--- src/design/tfc_pkg.sv ---
// Shared constants and types for the two-way FIFO cache tag lookup unit.
`timescale 1ns / 1ps

package tfc_pkg;

  localparam int unsigned ADDR_W          = 32;
  localparam int unsigned TAG_W           = 32;
  localparam int unsigned SET_W           = 10;
  localparam int unsigned MAX_SETS        = 1024;
  localparam int unsigned SLOT_W          = $clog2(MAX_SETS);
  localparam int unsigned OFFSET_CFG_W    = 5;
  localparam int unsigned SETBITS_CFG_W   = 4;
  localparam int unsigned CFG_DATA_W      = 5;
  localparam int unsigned CNT_W           = 32;

  localparam logic [OFFSET_CFG_W-1:0]  OFFSET_BITS_MAX   = 5'd16;
  localparam logic [SETBITS_CFG_W-1:0] IDX_BITS_MAX      = 4'd10;
  localparam logic [OFFSET_CFG_W-1:0]  OFFSET_BITS_RESET = 5'd2;
  localparam logic [SETBITS_CFG_W-1:0] IDX_BITS_RESET    = 4'd4;

  localparam logic CFG_OFFSET_BITS = 1'b0;
  localparam logic CFG_IDX_BITS    = 1'b1;

  typedef struct packed {
    logic newest_valid;
    logic older_valid;
    logic [TAG_W-1:0] newest_tag;
    logic [TAG_W-1:0] older_tag;
  } tfc_entry_t;

  typedef struct packed {
    logic clear;
    logic accept;
    logic commit;
  } tfc_cmd_t;

  typedef struct packed {
    logic clear_last;
    logic out_free;
  } tfc_sts_t;

endpackage

--- src/design/tfc_ctrl.sv ---
// Controller state machine: clearing pass, beat acceptance and lookup commit.
`timescale 1ns / 1ps

module tfc_ctrl import tfc_pkg::*; (
  input  logic     clk_i,
  input  logic     rst_ni,
  input  logic     in_valid_i,
  output logic     in_ready_o,
  input  tfc_sts_t sts_i,
  output tfc_cmd_t cmd_o
);

  typedef enum logic [2:0] {
    ST_CLEAR  = 3'b001,
    ST_IDLE   = 3'b010,
    ST_LOOKUP = 3'b100
  } tfc_state_e;

  tfc_state_e state_q, state_d;

  always_comb begin
    state_d = state_q;
    case (state_q)
      ST_CLEAR: begin
        if (sts_i.clear_last) state_d = ST_IDLE;
      end
      ST_IDLE: begin
        if (in_valid_i) state_d = ST_LOOKUP;
      end
      ST_LOOKUP: begin
        if (sts_i.out_free) state_d = ST_IDLE;
      end
      default: state_d = ST_CLEAR;
    endcase
  end

  always_ff @(posedge clk_i or negedge rst_ni) begin
    if (!rst_ni) begin
      state_q <= ST_CLEAR;
    end else begin
      state_q <= state_d;
    end
  end

  assign in_ready_o    = (state_q == ST_IDLE);
  assign cmd_o.clear   = (state_q == ST_CLEAR);
  assign cmd_o.accept  = (state_q == ST_IDLE) && in_valid_i;
  assign cmd_o.commit  = (state_q == ST_LOOKUP) && sts_i.out_free;

endmodule

--- config.mk ---
export PLATFORM = sky130hd
export DESIGN_NAME = tfc_ctrl
export DESIGN_NICKNAME = d
export VERILOG_FILES = /design/src/design/tfc_pkg.sv /design/src/design/tfc_ctrl.sv
export SDC_FILE = /design/constraint.sdc
export NUM_CORES = 1
export LEC_CHECK = 0
export ABC_AREA = 1
export ABC_CLOCK_PERIOD_IN_PS = 1000
export BUFFER_PORTS_ARGS = -buffer_cell sky130_fd_sc_hd__buf_2
export CAP_MARGIN = 20
export CORE_AREA = 4 4 41 43
export CTS_CLUSTER_SIZE = 16
export DETAILED_ROUTE_END_ITERATION = 16
export DIE_AREA = 0 0 45 47
export SLEW_MARGIN = 10
export SYNTH_ARGS = -nofsm -noshare
export SYNTH_HDL_FRONTEND = slang
export SYNTH_SLANG_ARGS = --single-unit
export TNS_END_PERCENT = 5
--- constraint.sdc ---
create_clock -name clk_i -period 1 [get_ports clk_i]
set_input_delay 0.05 -clock clk_i [delete_from_list [all_inputs] [get_ports clk_i]]
set_output_delay 0.05 -clock clk_i [all_outputs]
set_load 0.05 [all_outputs]
* After elaboration in Yosys (flattened, before gate mapping)
Cells that the tools add are included.
** Storage, ports and cells
- Bits in registers :: 3
- Input bits :: 5
- Output and inout bits :: 4
- Logic and storage cells :: 14
** Operators by class
- Eq/ne operators :: 6
- Multiplexer cells :: 4
- Reductions and logical operators :: 3
** Operators with widths (count)
- 3-bit 2-to-1 mux :: 3
- 3-bit one-hot mux with 3 select lines :: 1
- 2-bit inequality test (second input constant) :: 3
- 3-bit by 1-bit equality test with 1-bit output (second input constant) :: 1
- 3-bit by 2-bit equality test with 1-bit output (second input constant) :: 1
- 3-bit equality test (second input constant) :: 1
- 3-bit AND reduction :: 1
- 1-bit logical AND :: 2

* Longest topological paths before layout
Gate-level depths: netlist of run 1.
- Depth after elaboration :: 3
- Mapped depth :: 6
- Mapped depth without buffers :: 6

* Worst setup path before layout of run 1
No wires, ideal clock.
- Path kind :: flip-flop to output port
- Start point :: register state_q[1]
- End point :: output cmd_o[0] (netlist bit)
- Arrival time :: 1966 ps
- Data required time :: 950 ps
- Setup slack :: -1016 ps
- Stages on the path, launching flop included :: 2
- Path buffers :: 0
- Cell sequence :: dfrtp_1 > nor4_1
** RTL lines
- start, declared :: line tfc_ctrl.sv:19 : tfc_state_e state_q, state_d;
- start signal, assigned :: line tfc_ctrl.sv:41 : state_q <= state_d;
- end, declared :: line tfc_ctrl.sv:10 : output tfc_cmd_t cmd_o

==> results.ini, run 1 <==
[setup_path]
path_delay_family = flip-flops
critical_path.startpoint_type = flip-flop
timing.rr.start = state_q[0]
worst-path-max-fanout = 4
crit_start = state_q[0]
path_class = reg -> out
worst-path-buf-inv = 2
cp_data_arrival_time_ns = 1.19
path_depth = 3
cp-endpoint = cmd_o[0]
chain_of_cells_forming_the_critical_path = buf_12, nor4_4, buf_6
end_kind = output pin
max_stage_delay_ns = 0.39
critical_path.reg2reg.endpoint = state_q[1]
cp.required_ns = 0.95
ff2ff_setup_slack_ns = -0.07
slowest_cp_cell = dfstp_2
ff2ff_path_depth = 5

[pwr]
internal-power_w = 0.000721
clock_power_share_pct = 16.1
seqPwrFrac_pct = 19.0
net-switching-power_w = 0.000605
comb_pwr_share_pct = 64.8
power.leakage_nw = 0.209
design_power_total_w = 0.00133
swShare_pct = 45.6
peakVddDrop_uv = 1480
power_per_cell_area_nw_per_um2 = 3350

[detailed_routing]
num_vias = 228
ant_nets = 0
vias_per_cell = 3.68
drt-initial-drc-count = 4
number_of_iterations_in_the_first_detailed_routing_pass = 4
remaining_drc_errors = 0
totalWireLength_microns = 478
routedWlPerCell_microns = 7.71

[layout]
top_register = state_q
nFillCells = 149
largest_register_ff_count = 3
syn_to_layout_area_delta_pct = 104
final_cell_mix = nand2_1, inv_1, buf_2, buf_4
n_antenna_cell = 0
finalNetCount = 53
largest_regs = state_q (3)
layout_cells_sized_above_1_pct = 57.4
layout_commonest_cell = nand2_1

[worst_hold_path]
whs_path_depth = 4
holdCritPathClass = in -> reg

[timing]
setup_slack_ns = -0.243
fin_tns_setup_ns = -0.931
hold_viol_final = 0
grt_setup_unrepaired = true
period_needed_ns = 1.24
slew-limit-headroom_pct = 86.4
tightestPinTransition_ns = 0.203
fmax_mhz = 804
timing.clock.skew_ns = 0.00160
fin_crit_sh_pct = 124
maxSlewViolCount = 0
timing.final.setup_violations = 7

[floorplan]
die_h_microns = 47
core-area_sq_um = 1300
die_area_sq_um = 2120
io-pin-count = 9
width_of_the_die_microns = 45
initial_utilization_pct = 14.9
standard_cell_rows = 13

[synthesis]
largest_family_of_logic_cells_by_synthesized_area = simple AND/OR/NAND/NOR gates
netlist-cell-type-count = 12
post_synth_fa_ha_maj_area_fraction_pct = 0
synthesis.yosys.warnings = 0
mappedNetlistNets = 34
synthCells = 29
synth_compound_gate_area_share_pct = 11.6
synth.yosys.seq_area_share_pct = 39.4
synth-xor-area-share_pct = 0
synth_top_cell_by_area = dfrtp_1
synth_simple_gate_area_share_pct = 35.5
netlist_area_sq_um = 194
avgSynthCellArea_sq_um = 6.69
synthMuxAreaShare_pct = 0
netlist_top_cells_area = dfrtp_1, nand2_1, dfstp_2, inv_1, nand3_1
synth.ff_latch_count = 3
yosys.area.top_type_share_pct = 25.8

[job]
drv.max_cap_violation_count = 0

[clocking]
ctsLongestPathBuffers = 2
clock_latency_on_the_worst_skew_pair_ns = 0.23
cts_root_buf = clkbuf_4
cts_max_level = 1
clock_sinks = 3
cts_buffers = 3
clk_transition_reported_paths_ns = 0.04
cts_tree = built

[global_routing]
grt_start_max_net_pins = 5
initial_antenna_violation_count = 0
grt_pass1_wl_microns = 855
vias_in_the_first_global_route = 212
globalRouteTotalUtil_pct = 6.10
gr-total-overflow = 0

[status]
violations_in_the_final_reports = setup timing
run_status = finished with violations

[place]
gpl.final_weighted_congestion = 0.706
post-dp-hpwl_microns = 367
io_buffer_count = 8

[synth_stat cells]
library cell  n
inv_1         6
nor4_1        1
nor2_1        3
inv_2         1
dfrtp_1       2
nand2_1       8
o21ai_0       1
dfstp_2       1
a21oi_2       1
o21ai_2       1
nor2_2        1
nand3_1       3
[how the worst min path moves through the flow]
stage / startpoint / endpoint / slack [ns]
2_1_floorplan: rst_ni / state_q[1] / -0.25
3_3_place_gp: rst_ni / state_q[2] / -0.15
3_5_place_dp: rst_ni / state_q[1] / -0.15
4_1_cts: sts_i[1] / state_q[0] / 0.08
5_1_grt: sts_i[1] / state_q[0] / 0.1
6_report: sts_i[1] / state_q[0] / 0.1
[worst min-delay path, cell delays in order]
cell,delay [ns]
buf_2,0.08
inv_1,0.03
nand3_1,0.10
nand2_1,0.06
[routing by layer]
metal  GRT usage (%)  part of all wire, %
met1            7.55                   51
met2            7.06                   36
met3            3.83                   11
met4            5.26                  1.7
met5               0                    0
[power groups by stage]
stage	sequential, W	clock (W)	combinational [W]
floorplan	0.000272	0	0.000443
global placement	0.000255	0	0.000712
detailed placement	0.000255	0	0.000711
CTS	0.000253	0.000227	0.000835
global route	0.000260	0.000249	0.000921
finish	0.000252	0.000214	0.000859
[cells by family after synthesis]
kind of cell           count (synthesis)
AO/OA/AOI/OAI                          3
buffers and inverters                  7
flip-flops                             3
AND/OR/NAND/NOR                       16
[area by class of cell]
type	instances	area, sq um	area share [%]
tap	15	18.8	4.75
clock buffer	4	26.3	6.65
timing repair buffer	14	129	32.6
inverter	7	26.3	6.65
multi-input combinational	19	119	30.1
sequential	3	76.3	19.3
[metrics by stage]
stage	instance area, sq um	std cells	setup slack (ns)	hold slack, ns	util (%)
CTS	392	62	-0.270	0.0846	30.1
floorplan	216	29	-0.0857	-0.246	-
global route	395	62	-0.329	0.0960	30.4
global placement	318	56	-0.0989	-0.153	24.4
finish	395	62	-0.243	0.0956	30.4
detailed placement	318	56	-0.115	-0.153	24.4
[timing repair]
action	CTS	global route
resized for setup	10	2
hold buffers	1	0
pin swaps	2	2
setup endpoints to repair	7	7
endpoints found under the hold margin	3	0
setup buffers	1	0
Note: power is estimated with default switching activity, not from simulation.
==> inputs of run 2 (changes only) <==
--- a/config.mk
+++ b/config.mk
@@ -6,7 +6,7 @@
 export NUM_CORES = 1
 export LEC_CHECK = 0
 export ABC_AREA = 1
-export ABC_CLOCK_PERIOD_IN_PS = 1000
+export ABC_CLOCK_PERIOD_IN_PS = 1500
 export BUFFER_PORTS_ARGS = -buffer_cell sky130_fd_sc_hd__buf_2
 export CAP_MARGIN = 20
 export CORE_AREA = 4 4 41 43
@@ -17,4 +17,3 @@
 export SYNTH_ARGS = -nofsm -noshare
 export SYNTH_HDL_FRONTEND = slang
 export SYNTH_SLANG_ARGS = --single-unit
-export TNS_END_PERCENT = 5
==> constraint.sdc (replaced) <==
create_clock -name clk_i -period 1.5 [get_ports clk_i]
set_input_delay 0.075 -clock clk_i [delete_from_list [all_inputs] [get_ports clk_i]]
set_output_delay 0.075 -clock clk_i [all_outputs]
set_load 0.05 [all_outputs]
==> run 2 against run 1 <==
The run now ends clean. Sequential power shrank 29%. Global-route usage fell by 0.16 points. Die area is the same. Final area shrank 25%. First-iteration DRC count increased by 100%. Sequential share of layout area increased by 6.5 points. Worst hold slack better by 0.0094 ns. Utilization shrank 7.7 points. Clock-buffer cell count did not move.
==> results.ini, run 2 (synthesis results as in run 1) <==
[status]
run_status = completed

[clocking]
ctsLongestPathBuffers = 2  ; unchanged
clk_transition_reported_paths_ns = 0.04  ; about the same
cts_root_buf = clkbuf_4
cts_max_level = 1  ; unchanged
clock_latency_on_the_worst_skew_pair_ns = 0.23  ; about the same
cts.repair.resized = 0  ; -10
cts_tree = built
holdBufCountCts = 1  ; unchanged
cts_buffers = 3  ; unchanged
clock_sinks = 3  ; unchanged
cts_setup_buffers = 0  ; -1

[timing]
maxSlewViolCount = 0  ; unchanged
grt_setup_unrepaired = false
fin_crit_sh_pct = 90.7
timing.clock.skew_ns = 0.000150  ; -0.00145 ns
min_hold_slack_ns = 0.105  ; +0.00940 ns
setup_slack_ns = 0.140  ; +0.383 ns
slew-limit-headroom_pct = 83.5  ; -2.8 points
period_needed_ns = 1.36
fmax_mhz = 735
fin_tns_setup_ns = 0  ; +0.931 ns
hold_viol_final = 0  ; unchanged
tightestPinTransition_ns = 0.249  ; +0.0457 ns
timing.final.setup_violations = 0  ; -7

[detailed_routing]
routedWlPerCell_microns = 7.42  ; -3.7%
totalWireLength_microns = 423  ; -12%
drt-initial-drc-count = 8  ; +4
ant_nets = 0  ; unchanged
num_vias = 207  ; -9.2%
number_of_iterations_in_the_first_detailed_routing_pass = 2  ; -2
vias_per_cell = 3.63  ; -1.2%
remaining_drc_errors = 0  ; unchanged

[setup_path]
critical_path.startpoint_type = flip-flop
timing.rr.start = state_q[0]
end_kind = output pin
critical_path.reg2reg.endpoint = state_q[1]
cp_data_arrival_time_ns = 1.29  ; +0.10 ns
ff2ff_setup_slack_ns = 0.52  ; +0.59 ns
worst-path-max-fanout = 5  ; +1
cp.required_ns = 1.42  ; +0.47 ns
path_class = reg -> out
ff2ff_path_depth = 4  ; -1

[place]
io_buffer_count = 8  ; unchanged
gpl.final_weighted_congestion = 0.705  ; about the same
preCtsSetupSlack_ns = 0.399  ; +0.515 ns
placement_cell_area_sq_um = 259  ; -19%
post-dp-hpwl_microns = 321  ; -13%

[layout]
largest_regs = state_q (3)
top_register = state_q
largest_register_ff_count = 3  ; unchanged
n_antenna_cell = 0  ; unchanged
layout_cells_sized_above_1_pct = 40.5  ; -17 points
postLayoutCellArea_sq_um = 295  ; -25%
final_cell_mix = nand2_1, buf_2, inv_1
finalNetCount = 48  ; -9.4%
syn_to_layout_area_delta_pct = 52.3

[floorplan]
initial_utilization_pct = 14.9  ; unchanged
standard_cell_rows = 13  ; unchanged
die_h_microns = 47  ; unchanged
io-pin-count = 9  ; unchanged
die_area_sq_um = 2120  ; unchanged
core-area_sq_um = 1300  ; unchanged
width_of_the_die_microns = 45  ; unchanged

[pwr]
peakVddDrop_uv = 638  ; -57%
power.leakage_nw = 0.175  ; -17%
power_per_cell_area_nw_per_um2 = 2240  ; -33%
design_power_total_w = 0.000660  ; -50%

[global_routing]
gr-total-overflow = 0  ; unchanged
grt_start_max_net_pins = 8  ; +3
vias_in_the_first_global_route = 212  ; unchanged
grt_pass1_wl_microns = 828  ; -3.2%
initial_antenna_violation_count = 0  ; unchanged
globalRouteTotalUtil_pct = 5.94  ; -0.16 points

[worst_hold_path]
whs_endpoint = state_q[0]
whs_path_depth = 4  ; unchanged
holdCritPathClass = in -> reg
timing.hold.worst.start = sts_i[1]

[job]
drv.max_cap_violation_count = 0  ; unchanged

-- run 2: power breakdown --
group	internal (W)	switching (W)	total, W
registers	0.000127	0.0000508	0.000178
clock network	0.0000997	0.0000418	0.000142
logic	0.0000947	0.000246	0.000341
-- run 2: critical path, cell delays in order, from the launching register on --
cell	delay (ns)
dfrtp_1	0.41
inv_2	0.06
nor2_2	0.10
nand2_1	0.12
nor2_1	0.11
buf_2	0.27
-- run 2: cell type report --
class                           instances  area, sq um
Clock buffer                            4         26.3
Fill cell                             150         1010
Inverter                                7         26.3
Multi-Input combinational cell         19         97.6
Sequential cell                         3         76.3
Tap cell                               15         18.8
Timing Repair Buffer                    9         50.0
-- run 2: worst max path at each step --
| stage | startpoint | end | slack [ns] | depth (start not counted) |
|---|---|---|---|---|
| after global placement | state_q[1] | cmd_o[1] | 0.40 | 5 |
| after global routing | state_q[1] | cmd_o[1] | 0.002 | 5 |
| after CTS | state_q[1] | cmd_o[1] | 0.13 | 5 |
| after detailed placement | state_q[1] | cmd_o[1] | 0.40 | 5 |
| after floorplan | state_q[1] | cmd_o[0] | 0.03 | 1 |
| final | state_q[1] | cmd_o[1] | 0.14 | 5 |
-- run 2: routing by layer --
layer,share of wire [%],track usage [%]
met1,48,7.09
met2,38,7.34
met3,14,3.45
met4,0,5.26
met5,0,0
-- run 2: per-stage QoR --
| stage | cells | util [%] |
|---|---|---|
| floorplan | 29 | - |
| global placement | 52 | 19.9 |
| detailed placement | 52 | 19.9 |
| CTS | 57 | 22.7 |
| global route | 57 | 22.7 |
| finish | 57 | 22.7 |
==> inputs of run 3 (changes only) <==
--- a/config.mk
+++ b/config.mk
@@ -5,7 +5,6 @@
 export SDC_FILE = /design/constraint.sdc
 export NUM_CORES = 1
 export LEC_CHECK = 0
-export ABC_AREA = 1
 export ABC_CLOCK_PERIOD_IN_PS = 1500
 export BUFFER_PORTS_ARGS = -buffer_cell sky130_fd_sc_hd__buf_2
 export CAP_MARGIN = 20
==> constraint.sdc (replaced) <==
create_clock -name clk_i -period 1.5 [get_ports clk_i]
set_input_delay 0.375 -clock clk_i [delete_from_list [all_inputs] [get_ports clk_i]]
set_output_delay 0.375 -clock clk_i [all_outputs]
set_load 0.05 [all_outputs]
==> run 3 against run 2 <==
The flow now finishes with violations (setup timing). Die area unchanged. Via count down 3.9%. Highest routed layer unchanged. Final area up 21%. Fmax down 13%. Critical path depth down 3. Clock-buffer cell count unchanged. Sequential share of layout area down 4.2 points.
==> results.ini, run 3 <==
[global_routing]
grt_pass1_wl_microns = 1010  ; +22%
globalRouteTotalUtil_pct = 6.89  ; +0.96 points
initial_antenna_violation_count = 0  ; unchanged
gr-total-overflow = 0  ; unchanged
vias_in_the_first_global_route = 235  ; +11%
grt_start_max_net_pins = 6  ; -2

[worst_hold_path]
timing.hold.worst.start = sts_i[0]
whs_endpoint = state_q[2]
whs_path_depth = 3  ; -1
holdCritPathClass = in -> reg

[timing]
timing.final.setup_violations = 3  ; +3
tightestPinTransition_ns = 0.241  ; -0.00771 ns
slew-limit-headroom_pct = 83.7  ; +0.17 points
min_hold_slack_ns = 0.434  ; +0.329 ns
period_needed_ns = 1.57  ; +0.206 ns
fin_crit_sh_pct = 104  ; +14 points
maxSlewViolCount = 0  ; unchanged
timing.clock.skew_ns = 0.00255  ; +0.00240 ns
setup_slack_ns = -0.0662  ; -0.206 ns
fmax_mhz = 638  ; -13%
hold_viol_final = 0  ; unchanged
grt_setup_unrepaired = true

[layout]
layout_cells_sized_above_1_pct = 62.9  ; +22 points
largest_regs = state_q (3)
seq_cell_area_sq_um = 77.6  ; +1.6%
postLayoutCellArea_sq_um = 358  ; +21%
syn_to_layout_area_delta_pct = 90.7
n_antenna_cell = 0  ; unchanged
layout_commonest_cell = buf_4
finalNetCount = 41  ; -15%
final_core_util_pct = 27.5  ; +4.8 points
largest_register_ff_count = 3  ; unchanged
multi_input_area_sq_um = 119  ; +22%
final_cell_mix = buf_4, buf_2, clkbuf_4
nFillCells = 149  ; -0.67%
top_register = state_q

[floorplan]
standard_cell_rows = 13  ; unchanged
io-pin-count = 9  ; unchanged
initial_utilization_pct = 14.4  ; -0.48 points
die_h_microns = 47  ; unchanged
width_of_the_die_microns = 45  ; unchanged
core-area_sq_um = 1300  ; unchanged
die_area_sq_um = 2120  ; unchanged

[synthesis]
synth.yosys.seq_area_share_pct = 40.7  ; +1.3 points
synth_async_reset_ratio_pct = 100  ; unchanged
synth.ff_latch_count = 3  ; unchanged
synthCells = 18  ; -38%
synthTopCellsByCount = dfrtp_1, nor3b_1
synth_top_cell_by_area = dfrtp_1
avgSynthCellArea_sq_um = 10.4  ; +56%
mappedNetlistNets = 23  ; -32%
netlist-cell-type-count = 16  ; +4
synth-edff-count = 0  ; unchanged
yosys.area.top_type_share_pct = 26.7  ; +0.86 points
synth_flop_cell = dfrtp_1
synthesis.yosys.warnings = 0  ; unchanged
netlist_top_cells_area = dfrtp_1, dfstp_2, nor3b_1, and4bb_2, a211o_1
netlist_area_sq_um = 188  ; -3.2%

[clocking]
clk_transition_reported_paths_ns = 0.04  ; about the same
cts_root_buf = clkbuf_4
clock_latency_on_the_worst_skew_pair_ns = 0.23  ; about the same
cts_max_level = 1  ; unchanged
cts_buffers = 3  ; unchanged
cts_tree = built
ctsLongestPathBuffers = 2  ; unchanged
clock_sinks = 3  ; unchanged

[setup_path]
critical_path.reg2reg.endpoint = state_q[1]
ff2ff_setup_slack_ns = 0.28  ; -0.24 ns
worst-path-max-fanout = 4  ; -1
ff2ff_path_depth = 4  ; unchanged
cp.required_ns = 1.12  ; -0.30 ns
critical_path.startpoint_type = flip-flop
end_kind = output pin
timing.rr.start = state_q[0]
cp_data_arrival_time_ns = 1.19  ; -0.10 ns
path_class = reg -> out

[pwr]
power.leakage_nw = 0.160  ; -8.2%
peakVddDrop_uv = 794  ; +25%
design_power_total_w = 0.000734  ; +11%
power_per_cell_area_nw_per_um2 = 2050  ; -8.3%

[status]
violations_in_the_final_reports = setup timing
run_status = finished with violations

[detailed_routing]
remaining_drc_errors = 0  ; unchanged
num_vias = 199  ; -3.9%
routedWlPerCell_microns = 10.4  ; +40%
vias_per_cell = 3.98  ; +9.6%
totalWireLength_microns = 518  ; +22%
ant_nets = 0  ; unchanged
number_of_iterations_in_the_first_detailed_routing_pass = 2  ; unchanged
drt-initial-drc-count = 1  ; -7

[place]
post-dp-hpwl_microns = 360  ; +12%
preCtsSetupSlack_ns = 0.0624  ; -0.337 ns
gpl.final_weighted_congestion = 0.620  ; -12%
placement_cell_area_sq_um = 273  ; +5.3%
io_buffer_count = 8  ; unchanged

[job]
drv.max_cap_violation_count = 0  ; unchanged

-- run 3: changes by cell type after synthesis, moves of 2 or more --
cell	previous run	this run
nor2_1	3	0
nor3b_1	0	2
nand2_1	8	0
inv_1	6	1
nand3_1	3	0
-- run 3: worst max-delay path by stage --
| stage | from | endpoint | slack [ns] | cells past startpoint |
|---|---|---|---|---|
| finish | state_q[0] | cmd_o[0] | -0.07 | 2 |
| detailed placement | state_q[0] | cmd_o[0] | 0.06 | 2 |
| floorplan | state_q[2] | cmd_o[1] | -0.21 | 3 |
| global route | state_q[0] | cmd_o[2] | -0.13 | 2 |
| CTS | state_q[0] | cmd_o[0] | -0.08 | 2 |
| global placement | state_q[0] | cmd_o[0] | 0.07 | 2 |
-- run 3: cells by family (layout without fill, tap and decap cells) --
group           Yosys count  in the layout  share of synthesized area [%]
buf+inv                   2             19                           6.00
simple gates              9              9                           39.3
compound gates            4              4                           14.0
flops                     3              3                           40.7
-- run 3: area by class of cell --
cell class | instances | share of cell area (%)
Multi-Input combinational cell | 13 | 33.2
Timing Repair Buffer | 14 | 31.5
Sequential cell | 3 | 21.7
Clock buffer | 4 | 7.34
Tap cell | 15 | 5.24
Inverter | 1 | 1.05
-- run 3: routing by layer --
| layer | wire (microns) | vias to the layer above | track usage, % |
|---|---|---|---|
| li1 | - | 101 | - |
| met1 | 266 | 91 | 8.26 |
| met2 | 202 | 7 | 9.32 |
| met3 | 49 | 0 | 4.60 |
| met4 | 0 | 0 | 3.51 |
| met5 | 0 | - | 0 |
-- run 3: where the power goes --
| part | switching, W | internal [W] |
|---|---|---|
| sequential | 0.0000428 | 0.000123 |
| clock | 0.0000374 | 0.0000994 |
| combinational | 0.000213 | 0.000218 |
-- run 3: metrics by stage --
| step | std cells | setup TNS [ns] |
|---|---|---|
| after floorplan | 18 | -0.343 |
| after global placement | 42 | 0 |
| after detailed placement | 42 | 0 |
| after CTS | 50 | -0.175 |
| after global routing | 50 | -0.380 |
| final | 50 | -0.128 |
-- run 3: worst max-delay path, stage by stage, from the launching register on --
cell and delay (ns):
dfstp_2 0.56, and4bb_2 0.25, buf_6 0.15
-- run 3: what timing repair did --
item,4_1_cts,5_1_grt
pin swaps,2,0
gates resized for setup,9,0
hold buffers,1,0
endpoints found under the setup margin,4,4
buffers inserted,3,0
endpoints found under the hold margin,2,0
